### src/vid_pkg.sv
// Shared types, constants and helper functions for the vertex index dedup core.
package vid_pkg;

	localparam int TABLE_DEPTH = 1024;
	localparam int INDEX_BITS  = 16;
	localparam int FIELD_W     = 16;
	localparam int IDX_W       = (INDEX_BITS < FIELD_W) ? INDEX_BITS : FIELD_W;
	localparam int NUM_W       = (TABLE_DEPTH > 1) ? $clog2(TABLE_DEPTH) : 1;
	localparam int VALUE_W     = 18;
	localparam int SIZE_W      = 3;
	localparam int WORD_W      = 2;
	localparam int ADDR_W      = IDX_W + SIZE_W;
	localparam logic [SIZE_W-1:0] MAX_WORDS = SIZE_W'(4);

	localparam logic [SIZE_W-1:0] POSITION_SIZE_RST = SIZE_W'(3);
	localparam logic [SIZE_W-1:0] NORMAL_SIZE_RST   = SIZE_W'(3);
	localparam logic [SIZE_W-1:0] TEXCOORD_SIZE_RST = SIZE_W'(2);

	typedef enum logic [1:0] {
		ATTR_POSITION,
		ATTR_NORMAL,
		ATTR_TEXCOORD,
		ATTR_VERTEX
	} kind_t;

	typedef enum logic [1:0] {
		REG_POSITION_SIZE,
		REG_NORMAL_SIZE,
		REG_TEXCOORD_SIZE
	} reg_index_t;

	typedef struct packed {
		logic               mode;
		logic [FIELD_W-1:0] position_index;
		logic [FIELD_W-1:0] normal_index;
		logic [FIELD_W-1:0] texcoord_index;
	} corner_t;

	typedef struct packed {
		kind_t              kind;
		logic [VALUE_W-1:0] value;
		logic               is_new;
		logic               table_full;
		logic               last;
	} result_t;

	typedef logic [2:0][IDX_W-1:0]  key_t;
	typedef logic [2:0][SIZE_W-1:0] sizes_t;

	// Item as it travels down the cell row
	typedef struct packed {
		logic             vld;
		logic             clr;
		key_t             key;
		logic             hit;
		logic             stored;
		logic [NUM_W-1:0] num;
	} item_t;

	// Word count of one attribute, limited to four; zero for the vertex slot.
	function automatic logic [SIZE_W-1:0] eff_size(sizes_t sizes, kind_t attr);
		logic [SIZE_W-1:0] s;
		s = '0;
		case (attr)
			ATTR_POSITION: s = sizes[0];
			ATTR_NORMAL:   s = sizes[1];
			ATTR_TEXCOORD: s = sizes[2];
			default:       s = '0;
		endcase
		return (s > MAX_WORDS) ? MAX_WORDS : s;
	endfunction

	// First attribute at or after start with a nonzero size, else the vertex slot.
	function automatic kind_t next_attr(sizes_t sizes, logic [1:0] start);
		kind_t r;
		logic  found;
		r = ATTR_VERTEX;
		found = 1'b0;
		for (int i = 0; i < 3; i++) begin
			if (!found && (2'(i) >= start) && (eff_size(sizes, kind_t'(2'(i))) != '0)) begin
				r = kind_t'(2'(i));
				found = 1'b1;
			end
		end
		return r;
	endfunction

endpackage

### src/vid_cell.sv
// One table cell: holds one stored triple and matches or stores the passing item.
module vid_cell (
	input  logic                      clk,
	input  logic                      arst_n,
	input  logic                      adv,
	input  logic [vid_pkg::NUM_W-1:0] idx,
	input  vid_pkg::item_t            item_in,
	output vid_pkg::item_t            item_out
);

	logic            occ_q;
	vid_pkg::key_t   entry_q;
	vid_pkg::item_t  item_q;
	vid_pkg::item_t  item_nxt;
	logic            do_store;

	always_comb begin
		item_nxt = item_in;
		do_store = 1'b0;
		if (item_in.vld && !item_in.clr && !item_in.hit && !item_in.stored) begin
			if (occ_q && (entry_q == item_in.key)) begin
				item_nxt.hit = 1'b1;
				item_nxt.num = idx;
			end else if (!occ_q) begin
				do_store = 1'b1;
				item_nxt.stored = 1'b1;
				item_nxt.num = idx;
			end
		end
	end

	always_ff @(posedge clk or negedge arst_n) begin
		if (!arst_n) begin
			occ_q  <= 1'b0;
			item_q <= '0;
		end else if (adv) begin
			item_q <= item_nxt;
			if (item_in.vld && item_in.clr) begin
				occ_q <= 1'b0;
			end else if (do_store) begin
				occ_q <= 1'b1;
			end
		end
	end

	always_ff @(posedge clk) begin
		if (adv && do_store) begin
			entry_q <= item_in.key;
		end
	end

	assign item_out = item_q;

endmodule

### config.mk
export PLATFORM = sky130hd
export DESIGN_NAME = vid_cell
export DESIGN_NICKNAME = d
export VERILOG_FILES = /design/src/vid_pkg.sv /design/src/vid_cell.sv
export SDC_FILE = /design/constraint.sdc
export NUM_CORES = 1
export LEC_CHECK = 0
export BUFFER_PORTS_ARGS = -buffer_cell sky130_fd_sc_hd__clkbuf_2
export CAP_MARGIN = 30
export CORE_MARGIN = 4
export CORE_UTILIZATION = 39
export CTS_BUF_LIST = sky130_fd_sc_hd__clkbuf_16
export DETAILED_ROUTE_END_ITERATION = 7
export PLACE_DENSITY_LB_ADDON = 0.2
export SYNTH_ARGS = -nofsm -noshare
export SYNTH_HDL_FRONTEND = slang
export SYNTH_SLANG_ARGS = --single-unit
### constraint.sdc
create_clock -name clk -period 6.3 [get_ports clk]
set_clock_uncertainty 0.05 [all_clocks]
set_input_delay 1.26 -clock clk [delete_from_list [all_inputs] [get_ports clk]]
set_output_delay 1.26 -clock clk [all_outputs]
set_load 0.02 [all_outputs]
==> Implementation_results.wiki <==
{| class="wikitable"
! Metric !! Value
|-
| FMAX || 288 MHz
|-
| Arr. time, crit path || 3.46 ns
|-
| Multi-input gate area || 0.00145 mm²
|-
| Count of different cell masters after synthesis || 26
|-
| Remaining global-route overflow || 0
|-
| Vert. Die Dim || 116 µm
|-
| Netlist area before placement || about 0.0045 mm²
|-
| Clock insertion delay at the later pin of the skew report || 0.34 ns
|-
| Run status || completed
|-
| Setup Crit Path Kind || in2reg
|-
| Sequential element share of the synthesized area || between 60% and 70%
|-
| Post-CTS setup buffer count || 0
|-
| Site Rows || 39
|-
| Cell count of the worst reg-to-reg path || 3
|-
| Delay-heaviest family, CP || simple AND/OR/NAND/NOR gates
|-
| Largest net degree at the start of global routing || 64
|-
| Crit-path cells || clkbuf_2 -> or4b_4 -> nor2_1 -> and2_2 -> buf_12
|-
| DPL Wire Length || 6.57 mm
|-
| Hold path endpoint || item_out[57]
|-
| Max clock buf depth || 2
|-
| Starting utilization of the core area || between 30% and 40%
|-
| Final Max Slew Viols || 0
|-
| Peak per-stage delay on the critical path || 0.66 ns
|-
| End-of-flow core utilization || 49.4%
|-
| Core area || around 0.011 mm²
|-
| Vias in the first global route || about 2,800
|-
| Clock sink total || 111
|-
| Instance count after placement with tap cells included || ~570
|-
| Buf/Inv on CP || 2
|-
| DRC violation count after routing || 0
|-
| Fraction of final layout cells with drive strength greater than 1 || 46.7%
|-
| Iteration count of the initial detailed-routing pass || 4
|-
| Aggregate negative setup slack || 0 ns
|-
| Mean instance size in the synthesized netlist || around 15 µm²
|-
| Worst-path maximum fanout || 34
|-
| Average wire per cell in the routed design || 15.6 µm
|-
| Final net count || 515
|-
| Startpoint of the most critical hold path || item_out[57]
|-
| Number of nets produced by synthesis || between 300 and 400
|-
| Crit path capture type || flip-flop
|-
| Drt total wl || 9.17 mm
|-
| Number of buffers inserted during clock tree synthesis || 9
|-
| Via count of the routed design || 2,873
|-
| Design area || around 0.0056 mm²
|-
| CTS resizes || 0
|-
| Synth Register Bits || 111
|-
| Hold buffer count at cts || 0
|-
| Detailed-route vias per instance || 4.89
|-
| Actual transition at the worst max-transition pin || 0.832 ns
|-
| Worst-case register-to-register setup slack || roughly 3.9 ns
|-
| Antenna diodes || 0
|-
| Element type at the critical path start || input pin
|-
| Warning count from the yosys run || 0
|-
| Final instance count without filler cells || between 500 and 600
|-
| Shortest clock period the worst path allows after layout || 3.47 ns
|-
| Library cell contributing the largest single delay on the critical path || sky130_fd_sc_hd__nor2_1
|-
| Fillcell total || around 1,000
|-
| Growth of design area from synthesis to finish || 24.0%
|-
| Overall die width || 116 µm
|-
| Initial antenna violation count || 0
|-
| Power Dens Cells || 273 mW/mm²
|-
| Clock transition at the register clock pins on the worst setup and hold paths after CTS || 0.06 ns
|-
| Remaining number of nets flagged by the antenna check after routing || 0
|-
| VDD IR-drop max || 0.164 mV
|-
| Final estimated routing congestion in global placement || a little over 0.7
|-
| Final worst path period share || about 55%
|-
| Buffers added on ports || 136
|-
| Violation count after the first detailed-routing iteration || 124
|-
| CTS tree || yes
|-
| Most frequent standard cell in the layout excluding fill and tap cells || sky130_fd_sc_hd__clkbuf_2
|-
| Boundary pin count || roughly 140
|-
| Critical R2R Launch || occ_q
|-
| CTS root buf || sky130_fd_sc_hd__clkbuf_16
|-
| H-tree depth reported by CTS || 3
|-
| Unrepaired setup endpoints after global routing || no
|-
| Worst reg2reg path endpoint || entry_q[14]
|-
| Post-place instance area || 0.00537 mm²
|-
| Most frequent cells in the layout || sky130_fd_sc_hd__clkbuf_2 (134), sky130_fd_sc_hd__dfrtp_1 (63), sky130_fd_sc_hd__mux2_2 (50), sky130_fd_sc_hd__edfxtp_1 (48), sky130_fd_sc_hd__xor2_1 (47)
|-
| Hold path cells || 1
|-
| Launch point of the worst path || item_in[60]
|-
| Minimum hold slack || 0.456 ns
|-
| Maxcap violations || 0
|-
| Hold Path Class || reg2reg
|-
| Wire length of the first global-routing pass || ~14 mm
|-
| Area of the die || 0.0135 mm²
|-
| Static leakage || 2.42 nW
|-
| Count of final setup violators || 0
|-
| Number of instances in the synthesized netlist || around 300
|-
| Global Route Usage Sum || 13.8%
|-
| Endpoints failing hold || 0
|-
| Relative slew margins || 44.6%
|-
| Sequential standard cell area || 0.00302 mm²
|-
| Crit path required time || between 6 and 7 ns
|}
[flip-flops by register name (all words and copies together) (netlist names)]
name	cells
item_out	62
entry_q	48
occ_q	1
[Yosys cell counts]
library cell / number / area (µm²)
sky130_fd_sc_hd__o21ai_0: 10 / 50.1
sky130_fd_sc_hd__xnor2_1: 1 / 8.76
sky130_fd_sc_hd__nor4_4: 1 / 21.3
sky130_fd_sc_hd__buf_2: 1 / 5.00
sky130_fd_sc_hd__mux2_2: 50 / 563
sky130_fd_sc_hd__clkbuf_1: 5 / 18.8
sky130_fd_sc_hd__nor4b_1: 1 / 8.76
sky130_fd_sc_hd__nor3_2: 1 / 10.0
sky130_fd_sc_hd__nor3_1: 1 / 5.00
sky130_fd_sc_hd__nor4_1: 9 / 56.3
sky130_fd_sc_hd__nor4_2: 1 / 12.5
sky130_fd_sc_hd__o21ai_1: 10 / 50.1
sky130_fd_sc_hd__a31oi_1: 1 / 6.26
sky130_fd_sc_hd__and2_1: 1 / 6.26
sky130_fd_sc_hd__or4b_4: 1 / 13.8
sky130_fd_sc_hd__nor2_1: 15 / 56.3
sky130_fd_sc_hd__edfxtp_1: 48 / 1440
sky130_fd_sc_hd__o21a_1: 10 / 75.1
sky130_fd_sc_hd__a21oi_1: 14 / 70.1
sky130_fd_sc_hd__nand3_1: 1 / 5.00
sky130_fd_sc_hd__buf_6: 3 / 33.8
sky130_fd_sc_hd__dfrtp_1: 63 / 1580
sky130_fd_sc_hd__nand4_1: 2 / 12.5
sky130_fd_sc_hd__xor2_1: 47 / 412
sky130_fd_sc_hd__buf_1: 5 / 18.8
sky130_fd_sc_hd__nand3_2: 1 / 10.0
[logic make-up (layout without fill, tap and decap cells)]
kind of cell	Yosys count	count (layout)	synth area share (%)
mux	50	50	12.4
flops	111	111	66.4
buf+inv	14	156	1.68
xor+xnor	48	48	9.25
simple gates	35	35	4.79
compound gates	45	45	5.53
[final cells by class]
cell class                      instances  area share (%)
Multi-Input combinational cell        178            25.8
Clock buffer                            9            3.99
Timing Repair Buffer                  140            12.9
Tap cell                              143            3.17
Sequential cell                       111            53.5
Clock inverter                          7           0.599
[stage by stage]
step | setup slack (ns) | power, mW
CTS | 2.83 | 1.57
global route | 2.71 | 1.62
global placement | 2.24 | 1.05
floorplan | 2.40 | 0.958
finish | 2.83 | 1.54
detailed placement | 2.46 | 1.06
[worst max-delay path by stage]
stage	depth (start not counted)	end	slack, ns
after floorplan	4	entry_q[0]	2.40
after global placement	4	entry_q[14]	2.24
after detailed placement	5	entry_q[20]	2.46
after CTS	5	entry_q[39]	2.83
after global routing	5	entry_q[26]	2.71
final	5	entry_q[14]	2.83
[where the power goes]
group | switching (mW) | leakage [nW] | internal (mW)
Combinational | 0.126 | 1.11 | 0.0885
Sequential | 0.0244 | 1.17 | 0.800
Clock | 0.240 | 0.140 | 0.262
[routing by layer]
layer  track usage [%]  vias to the layer above  routed length, µm
li1                  -                     1365                  -
met1              18.0                     1414               4060
met2              21.8                       78               4400
met3              3.19                       16                474
met4              6.81                        0                234
met5                 0                        -                  0
[worst register-to-register path, cell delays in order (launching register included)]
cell and delay (ns):
sky130_fd_sc_hd__dfrtp_1 0.51, sky130_fd_sc_hd__nor2_1 0.70, sky130_fd_sc_hd__and2_2 0.53, sky130_fd_sc_hd__buf_12 0.27
(Power assumes the default switching activity.)
