## src/vid_pkg.sv

```systemverilog
// Shared types, constants and helper functions for the vertex index dedup core.
package vid_pkg;

	localparam int TABLE_DEPTH = 1024;
	localparam int INDEX_BITS  = 16;
	localparam int FIELD_W     = 16;
	localparam int IDX_W       = (INDEX_BITS < FIELD_W) ? INDEX_BITS : FIELD_W;
	localparam int NUM_W       = (TABLE_DEPTH > 1) ? $clog2(TABLE_DEPTH) : 1;
	localparam int VALUE_W     = 18;
	localparam int SIZE_W      = 3;
	localparam int WORD_W      = 2;
	localparam int ADDR_W      = IDX_W + SIZE_W;
	localparam logic [SIZE_W-1:0] MAX_WORDS = SIZE_W'(4);

	localparam logic [SIZE_W-1:0] POSITION_SIZE_RST = SIZE_W'(3);
	localparam logic [SIZE_W-1:0] NORMAL_SIZE_RST   = SIZE_W'(3);
	localparam logic [SIZE_W-1:0] TEXCOORD_SIZE_RST = SIZE_W'(2);

	typedef enum logic [1:0] {
		ATTR_POSITION,
		ATTR_NORMAL,
		ATTR_TEXCOORD,
		ATTR_VERTEX
	} kind_t;

	typedef enum logic [1:0] {
		REG_POSITION_SIZE,
		REG_NORMAL_SIZE,
		REG_TEXCOORD_SIZE
	} reg_index_t;

	typedef struct packed {
		logic               mode;
		logic [FIELD_W-1:0] position_index;
		logic [FIELD_W-1:0] normal_index;
		logic [FIELD_W-1:0] texcoord_index;
	} corner_t;

	typedef struct packed {
		kind_t              kind;
		logic [VALUE_W-1:0] value;
		logic               is_new;
		logic               table_full;
		logic               last;
	} result_t;

	typedef logic [2:0][IDX_W-1:0]  key_t;
	typedef logic [2:0][SIZE_W-1:0] sizes_t;

	// Item as it travels down the cell row
	typedef struct packed {
		logic             vld;
		logic             clr;
		key_t             key;
		logic             hit;
		logic             stored;
		logic [NUM_W-1:0] num;
	} item_t;

	// Word count of one attribute, limited to four; zero for the vertex slot.
	function automatic logic [SIZE_W-1:0] eff_size(sizes_t sizes, kind_t attr);
		logic [SIZE_W-1:0] s;
		s = '0;
		case (attr)
			ATTR_POSITION: s = sizes[0];
			ATTR_NORMAL:   s = sizes[1];
			ATTR_TEXCOORD: s = sizes[2];
			default:       s = '0;
		endcase
		return (s > MAX_WORDS) ? MAX_WORDS : s;
	endfunction

	// First attribute at or after start with a nonzero size, else the vertex slot.
	function automatic kind_t next_attr(sizes_t sizes, logic [1:0] start);
		kind_t r;
		logic  found;
		r = ATTR_VERTEX;
		found = 1'b0;
		for (int i = 0; i < 3; i++) begin
			if (!found && (2'(i) >= start) && (eff_size(sizes, kind_t'(2'(i))) != '0)) begin
				r = kind_t'(2'(i));
				found = 1'b1;
			end
		end
		return r;
	endfunction

endpackage

```

## src/vid_emit.sv

```systemverilog
// Result sequencer: turns a finished item into address beats and a vertex number beat.
module vid_emit (
	input  logic             clk,
	input  logic             arst_n,
	input  vid_pkg::sizes_t  sizes,
	input  vid_pkg::item_t   tail,
	output logic             take,
	output logic             result_valid,
	input  logic             result_stall,
	output vid_pkg::result_t result
);

	logic                       busy_q;
	vid_pkg::key_t              key_q;
	logic [vid_pkg::NUM_W-1:0]  num_q;
	logic                       new_q;
	logic                       full_q;
	vid_pkg::kind_t             attr_q;
	logic [vid_pkg::WORD_W-1:0] word_q;

	logic [vid_pkg::IDX_W-1:0]  sel_key;
	logic [vid_pkg::SIZE_W-1:0] sel_sz;
	logic [vid_pkg::ADDR_W-1:0] addr;
	logic                       beat;
	logic                       load;

	assign beat = busy_q && !result_stall;
	assign take = !busy_q || (beat && (attr_q == vid_pkg::ATTR_VERTEX));
	assign load = take && tail.vld && !tail.clr;

	always_comb begin
		sel_key = '0;
		case (attr_q)
			vid_pkg::ATTR_POSITION: sel_key = key_q[0];
			vid_pkg::ATTR_NORMAL:   sel_key = key_q[1];
			vid_pkg::ATTR_TEXCOORD: sel_key = key_q[2];
			default:                sel_key = '0;
		endcase
		sel_sz = vid_pkg::eff_size(sizes, attr_q);
		addr = vid_pkg::ADDR_W'(vid_pkg::ADDR_W'(sel_key) * vid_pkg::ADDR_W'(sel_sz))
			+ vid_pkg::ADDR_W'(word_q);
	end

	always_comb begin
		result_valid      = busy_q;
		result.kind       = attr_q;
		result.is_new     = new_q;
		result.table_full = full_q;
		result.last       = (attr_q == vid_pkg::ATTR_VERTEX);
		if (attr_q == vid_pkg::ATTR_VERTEX) begin
			result.value = full_q ? '0 : vid_pkg::VALUE_W'(num_q);
		end else begin
			result.value = vid_pkg::VALUE_W'(addr);
		end
	end

	always_ff @(posedge clk or negedge arst_n) begin
		if (!arst_n) begin
			busy_q <= 1'b0;
			attr_q <= vid_pkg::ATTR_VERTEX;
			word_q <= '0;
		end else if (load) begin
			busy_q <= 1'b1;
			attr_q <= tail.stored ? vid_pkg::next_attr(sizes, 2'd0) : vid_pkg::ATTR_VERTEX;
			word_q <= '0;
		end else if (beat) begin
			if (attr_q == vid_pkg::ATTR_VERTEX) begin
				busy_q <= 1'b0;
			end else if ((vid_pkg::SIZE_W'(word_q) + vid_pkg::SIZE_W'(1)) < sel_sz) begin
				word_q <= word_q + vid_pkg::WORD_W'(1);
			end else begin
				attr_q <= vid_pkg::next_attr(sizes, 2'(attr_q) + 2'd1);
				word_q <= '0;
			end
		end
	end

	always_ff @(posedge clk) begin
		if (load) begin
			key_q  <= tail.key;
			num_q  <= tail.num;
			new_q  <= !tail.hit;
			full_q <= !tail.hit && !tail.stored;
		end
	end

endmodule

```

## config.mk

```make
export PLATFORM = sky130hd
export DESIGN_NAME = vid_emit
export DESIGN_NICKNAME = d
export VERILOG_FILES = /design/src/vid_pkg.sv /design/src/vid_emit.sv
export SDC_FILE = /design/constraint.sdc
export NUM_CORES = 1
export LEC_CHECK = 0
export BUFFER_PORTS_ARGS = -buffer_cell sky130_fd_sc_hd__buf_2
export CAP_MARGIN = 30
export CELL_PAD_IN_SITES_DETAIL_PLACEMENT = 0
export CELL_PAD_IN_SITES_GLOBAL_PLACEMENT = 1
export CORE_MARGIN = 3
export CORE_UTILIZATION = 47
export CTS_BUF_LIST = sky130_fd_sc_hd__clkbuf_4
export CTS_CLUSTER_DIAMETER = 50
export DETAILED_ROUTE_END_ITERATION = 10
export GPL_TIMING_DRIVEN = 0
export PLACE_DENSITY = 0.9
export SLEW_MARGIN = 20
export SYNTH_ARGS = -nofsm -noshare
export SYNTH_HDL_FRONTEND = slang
export SYNTH_SLANG_ARGS = --single-unit
```

## constraint.sdc

```tcl
create_clock -name clk -period 13 [get_ports clk]
set_clock_uncertainty 0.15 [all_clocks]
set_input_delay 1.3 -clock clk [delete_from_list [all_inputs] [get_ports clk]]
set_output_delay 1.3 -clock clk [all_outputs]
set_load 0.05 [all_outputs]
```

==> reports/results.md <==
* core outline area: 0.00876 sq mm
* metal2 WL: 4.46 mm
* status: completed
* I/O Buffers: 98
* cells taking the most area after synthesis: sky130_fd_sc_hd__edfxtp_1 42%, sky130_fd_sc_hd__ha_1 13%, sky130_fd_sc_hd__fa_1 7.1%, sky130_fd_sc_hd__nor2_1 5.0%, sky130_fd_sc_hd__a222oi_1 4.5%
* antenna violations before repair: 0
* Clock Sink Count: 65
* fill count: 765
* die extent in x: 101 um
* post-synthesis net count: 505
* Yosys cell types: 51
* Overflow after GRT: 0
* Max H-tree Level: 3
* gpl congestion: 0.814
* final period demand of the worst path: 7410 ps
* top_reg_cell synth: sky130_fd_sc_hd__edfxtp_1
* Pins Over Slew Limit: 0
* reported max-cap violation count: 0
* count of TritonRoute iterations in the first routing pass: 5
* share of the cycle needed by the critical path after routing: 0.570
* fin nets: 616
* highest fanout seen on the critical path: 10
* clock tree from TritonCTS: built
* total standard cell area after synthesis: 0.00425 sq mm
* detailed-route via count: 3323
* most common cell after layout, fill and taps aside: sky130_fd_sc_hd__buf_2
* sequential area share after synthesis: 0.454
* reg2reg start: attr_q[0]
* setup fix buffers added after clock tree synthesis: 0
* maximum number of pins on one net before global-route repair: 26
* via count of the first global-routing pass: 3220
* Setup violations, final: 0
* largest stage delay on the critical path: 650 ps
* max layer used: met4
* post-synth top area cell: sky130_fd_sc_hd__edfxtp_1
* depth of the worst register-to-register path: 12
* via/cell ratio: 5.58
* worst slew margin relative to its limit: 0.490
* number of hold-repair buffers added at the cts stage: 0
* share of synthesized flip-flops with an asynchronous set or reset: 0.0769
* critical path required time: 11550 ps
* global-route wire length before repair: 15.5 mm
* master cell of the clock root buffer: sky130_fd_sc_hd__clkbuf_4
* cell row count: 34
* Worst Max-Slew Pin Slew: 764 ps
* DRC violation count after routing: 0
* number of resized instances in the post-cts repair step: 0
* most frequent cells in the layout: 100 x sky130_fd_sc_hd__buf_2, 60 x sky130_fd_sc_hd__edfxtp_1, 57 x sky130_fd_sc_hd__nor2_1
* effective utilization at floorplan: 0.484
* register-to-register path setup slack: 8650 ps
* total negative setup slack: 0 ps
* nature of the critical path startpoint: flip-flop
* Critical Path Slowest Stage Cell: sky130_fd_sc_hd__a222oi_1
* CTS clk-pin slew, worst paths: 110 ps
* EDFF count, synth: 60
* source-to-sink clock delay at the later pin of the worst-skew pair: 410 ps
* Worst setup EP type: output port
* ordered cell list for the critical path: inv_1 -> ha_1 -> clkbuf_1 -> a222oi_1 -> or2_2 -> clkbuf_1 -> clkbuf_1 -> nor2_1 -> fa_1 -> ha_1 -> ha_1 -> a21oi_1 -> o21ai_0 -> a221o_1 -> a2111o_1 -> o21ai_0 -> buf_2
* power density over the cells: 258 mW/mm^2
* DRT iter0 DRCs: 189
* arrival time of data at the critical path endpoint: 5960 ps
* layout cells sized above 1: 0.273
* maximum resistive drop on vdd: 0.000116 V
* worst setup path startpoint: attr_q[0]
* Post-Synthesis Mean Instance Area: 11.4 sq um
* Total Wirelength: 9.49 mm
* CTS Buf Count: 9
* Routed met1 length: 4.33 mm
* drt wl/cell: 15.9 um
* fmax: 135 MHz
* yosys synthesis warning count: 0
* # diodes: 0
* antenna viol nets, final: 0
* path category of the worst min-delay check: reg -> reg
* die area: 0.0102 sq mm
* number of failing hold endpoints at the final stage: 0
* share of the synthesized area in the top cell type: 0.424
* Leak Pwr: 2.28 nW
* met3 WL post-DR: 581 um
* unrepaired setup endpoints after global routing: no
* category of the critical setup timing path: reg -> out
* detailed placer's ending HPWL: 7.46 mm
* overall track demand over capacity in global routing: 0.192
* r2r endpoint: attr_q[0]
* end-of-flow core utilization: 0.581
* deepest clock path buffer count: 2
* #FFs+latches synth: 65
* layout-stage area growth over the synthesis result: 19.9%
* CP Capture Point: result[20]
* height of the die: 101 um
* Boundary Pins: 99
* Synth Instances: 372
area by class of cell:
cell class                      instances  area [sq um]  share of cell area
Clock inverter                          7          85.1              0.0167
Tap cell                              108           135              0.0265
Timing Repair Buffer                  100           546               0.107
Inverter                               13          48.8             0.00959
Multi-Input combinational cell        278          2190               0.431
Sequential cell                        65          1930               0.379
Buffer                                 16          85.1              0.0167
Clock buffer                            9          67.6              0.0133
through the flow:
| step | hold slack (ps) | worst slack [ps] | instances | instance area (sq um) | power [mW] |
|---|---|---|---|---|---|
| 2_1_floorplan | 332 | 6100 | 372 | 4250 | 0.958 |
| 3_3_place_gp | 357 | 5740 | 578 | 4870 | 1.15 |
| 3_5_place_dp | 364 | 5750 | 580 | 4940 | 1.16 |
| 4_1_cts | 392 | 5550 | 596 | 5090 | 1.32 |
| 5_1_grt | 451 | 5240 | 596 | 5090 | 1.42 |
| 6_report | 386 | 5590 | 596 | 5090 | 1.31 |
kinds of logic (layout without fill, tap and decap cells):
| group | Yosys count | after routing | share of synthesized area |
|---|---|---|---|
| flip-flops | 65 | 65 | 0.454 |
| buffers and inverters | 29 | 145 | 0.0315 |
| AO/OA/AOI/OAI | 89 | 89 | 0.156 |
| XOR/XNOR | 10 | 10 | 0.0206 |
| AND/OR/NAND/NOR | 115 | 115 | 0.123 |
| adder cells (fa/ha/maj) | 59 | 59 | 0.200 |
| multiplexers | 5 | 5 | 0.0139 |
worst min path at each step:
stage | from | end | slack [ps] | cells past startpoint
floorplan | word_q[1] | word_q[1] | 330 | 2
global placement | word_q[1] | word_q[1] | 360 | 2
detailed placement | word_q[1] | word_q[1] | 360 | 2
CTS | word_q[1] | word_q[1] | 390 | 2
global route | word_q[1] | word_q[1] | 450 | 2
finish | word_q[1] | word_q[1] | 390 | 2
report_power, final:
group / internal [mW] / switching, mW / total [mW]
logic: 0.284 / 0.597 / 0.880
registers: 0.264 / 0.0172 / 0.281
clock network: 0.0761 / 0.0763 / 0.152
per-layer routing:
layer | GRT usage | up-vias
met3 | 0.0360 | 13
met5 | 0 | -
met2 | 0.307 | 103
met1 | 0.269 | 1574
met4 | 0.0542 | 0
li1 | - | 1633
Yosys cell counts, types with 2 or more instances:
cell	n
sky130_fd_sc_hd__nand2_1	26
sky130_fd_sc_hd__a211oi_1	2
sky130_fd_sc_hd__or3_1	4
sky130_fd_sc_hd__dfstp_2	2
sky130_fd_sc_hd__nor2_1	57
sky130_fd_sc_hd__a222oi_1	19
sky130_fd_sc_hd__nor3_1	3
sky130_fd_sc_hd__clkbuf_1	10
sky130_fd_sc_hd__nand2b_1	6
sky130_fd_sc_hd__buf_4	2
sky130_fd_sc_hd__and2_1	4
sky130_fd_sc_hd__mux2_2	3
sky130_fd_sc_hd__a221o_1	2
sky130_fd_sc_hd__or2_2	3
sky130_fd_sc_hd__fa_1	15
sky130_fd_sc_hd__inv_1	12
sky130_fd_sc_hd__xor2_1	6
sky130_fd_sc_hd__a22o_1	4
sky130_fd_sc_hd__o21ai_0	17
sky130_fd_sc_hd__buf_6	2
sky130_fd_sc_hd__o211ai_1	5
sky130_fd_sc_hd__a21o_1	6
sky130_fd_sc_hd__nand3_1	3
sky130_fd_sc_hd__xnor2_1	4
sky130_fd_sc_hd__nor2b_1	3
sky130_fd_sc_hd__a21oi_1	17
sky130_fd_sc_hd__buf_2	2
sky130_fd_sc_hd__edfxtp_1	60
sky130_fd_sc_hd__a31oi_1	4
sky130_fd_sc_hd__ha_1	44
sky130_fd_sc_hd__o21a_1	3
sky130_fd_sc_hd__dfrtp_1	3
sequential cells by signal, indices dropped and copies added, names as in the netlist:
name and flops:
word_q 2, full_q 1, result_valid 1, new_q 1, key_q 48, attr_q 2
num_q 10
worst max-delay path: cells and delay by family (launching register included):
family                   cells  cell delay (ps)
adder cells (fa/ha/maj)      4             1380
AND/OR/NAND/NOR              2              360
buffers and inverters        5             1300
flip-flops                   1              620
AO/OA/AOI/OAI                6             1870
No activity file was read; power rests on OpenSTA's default activity.
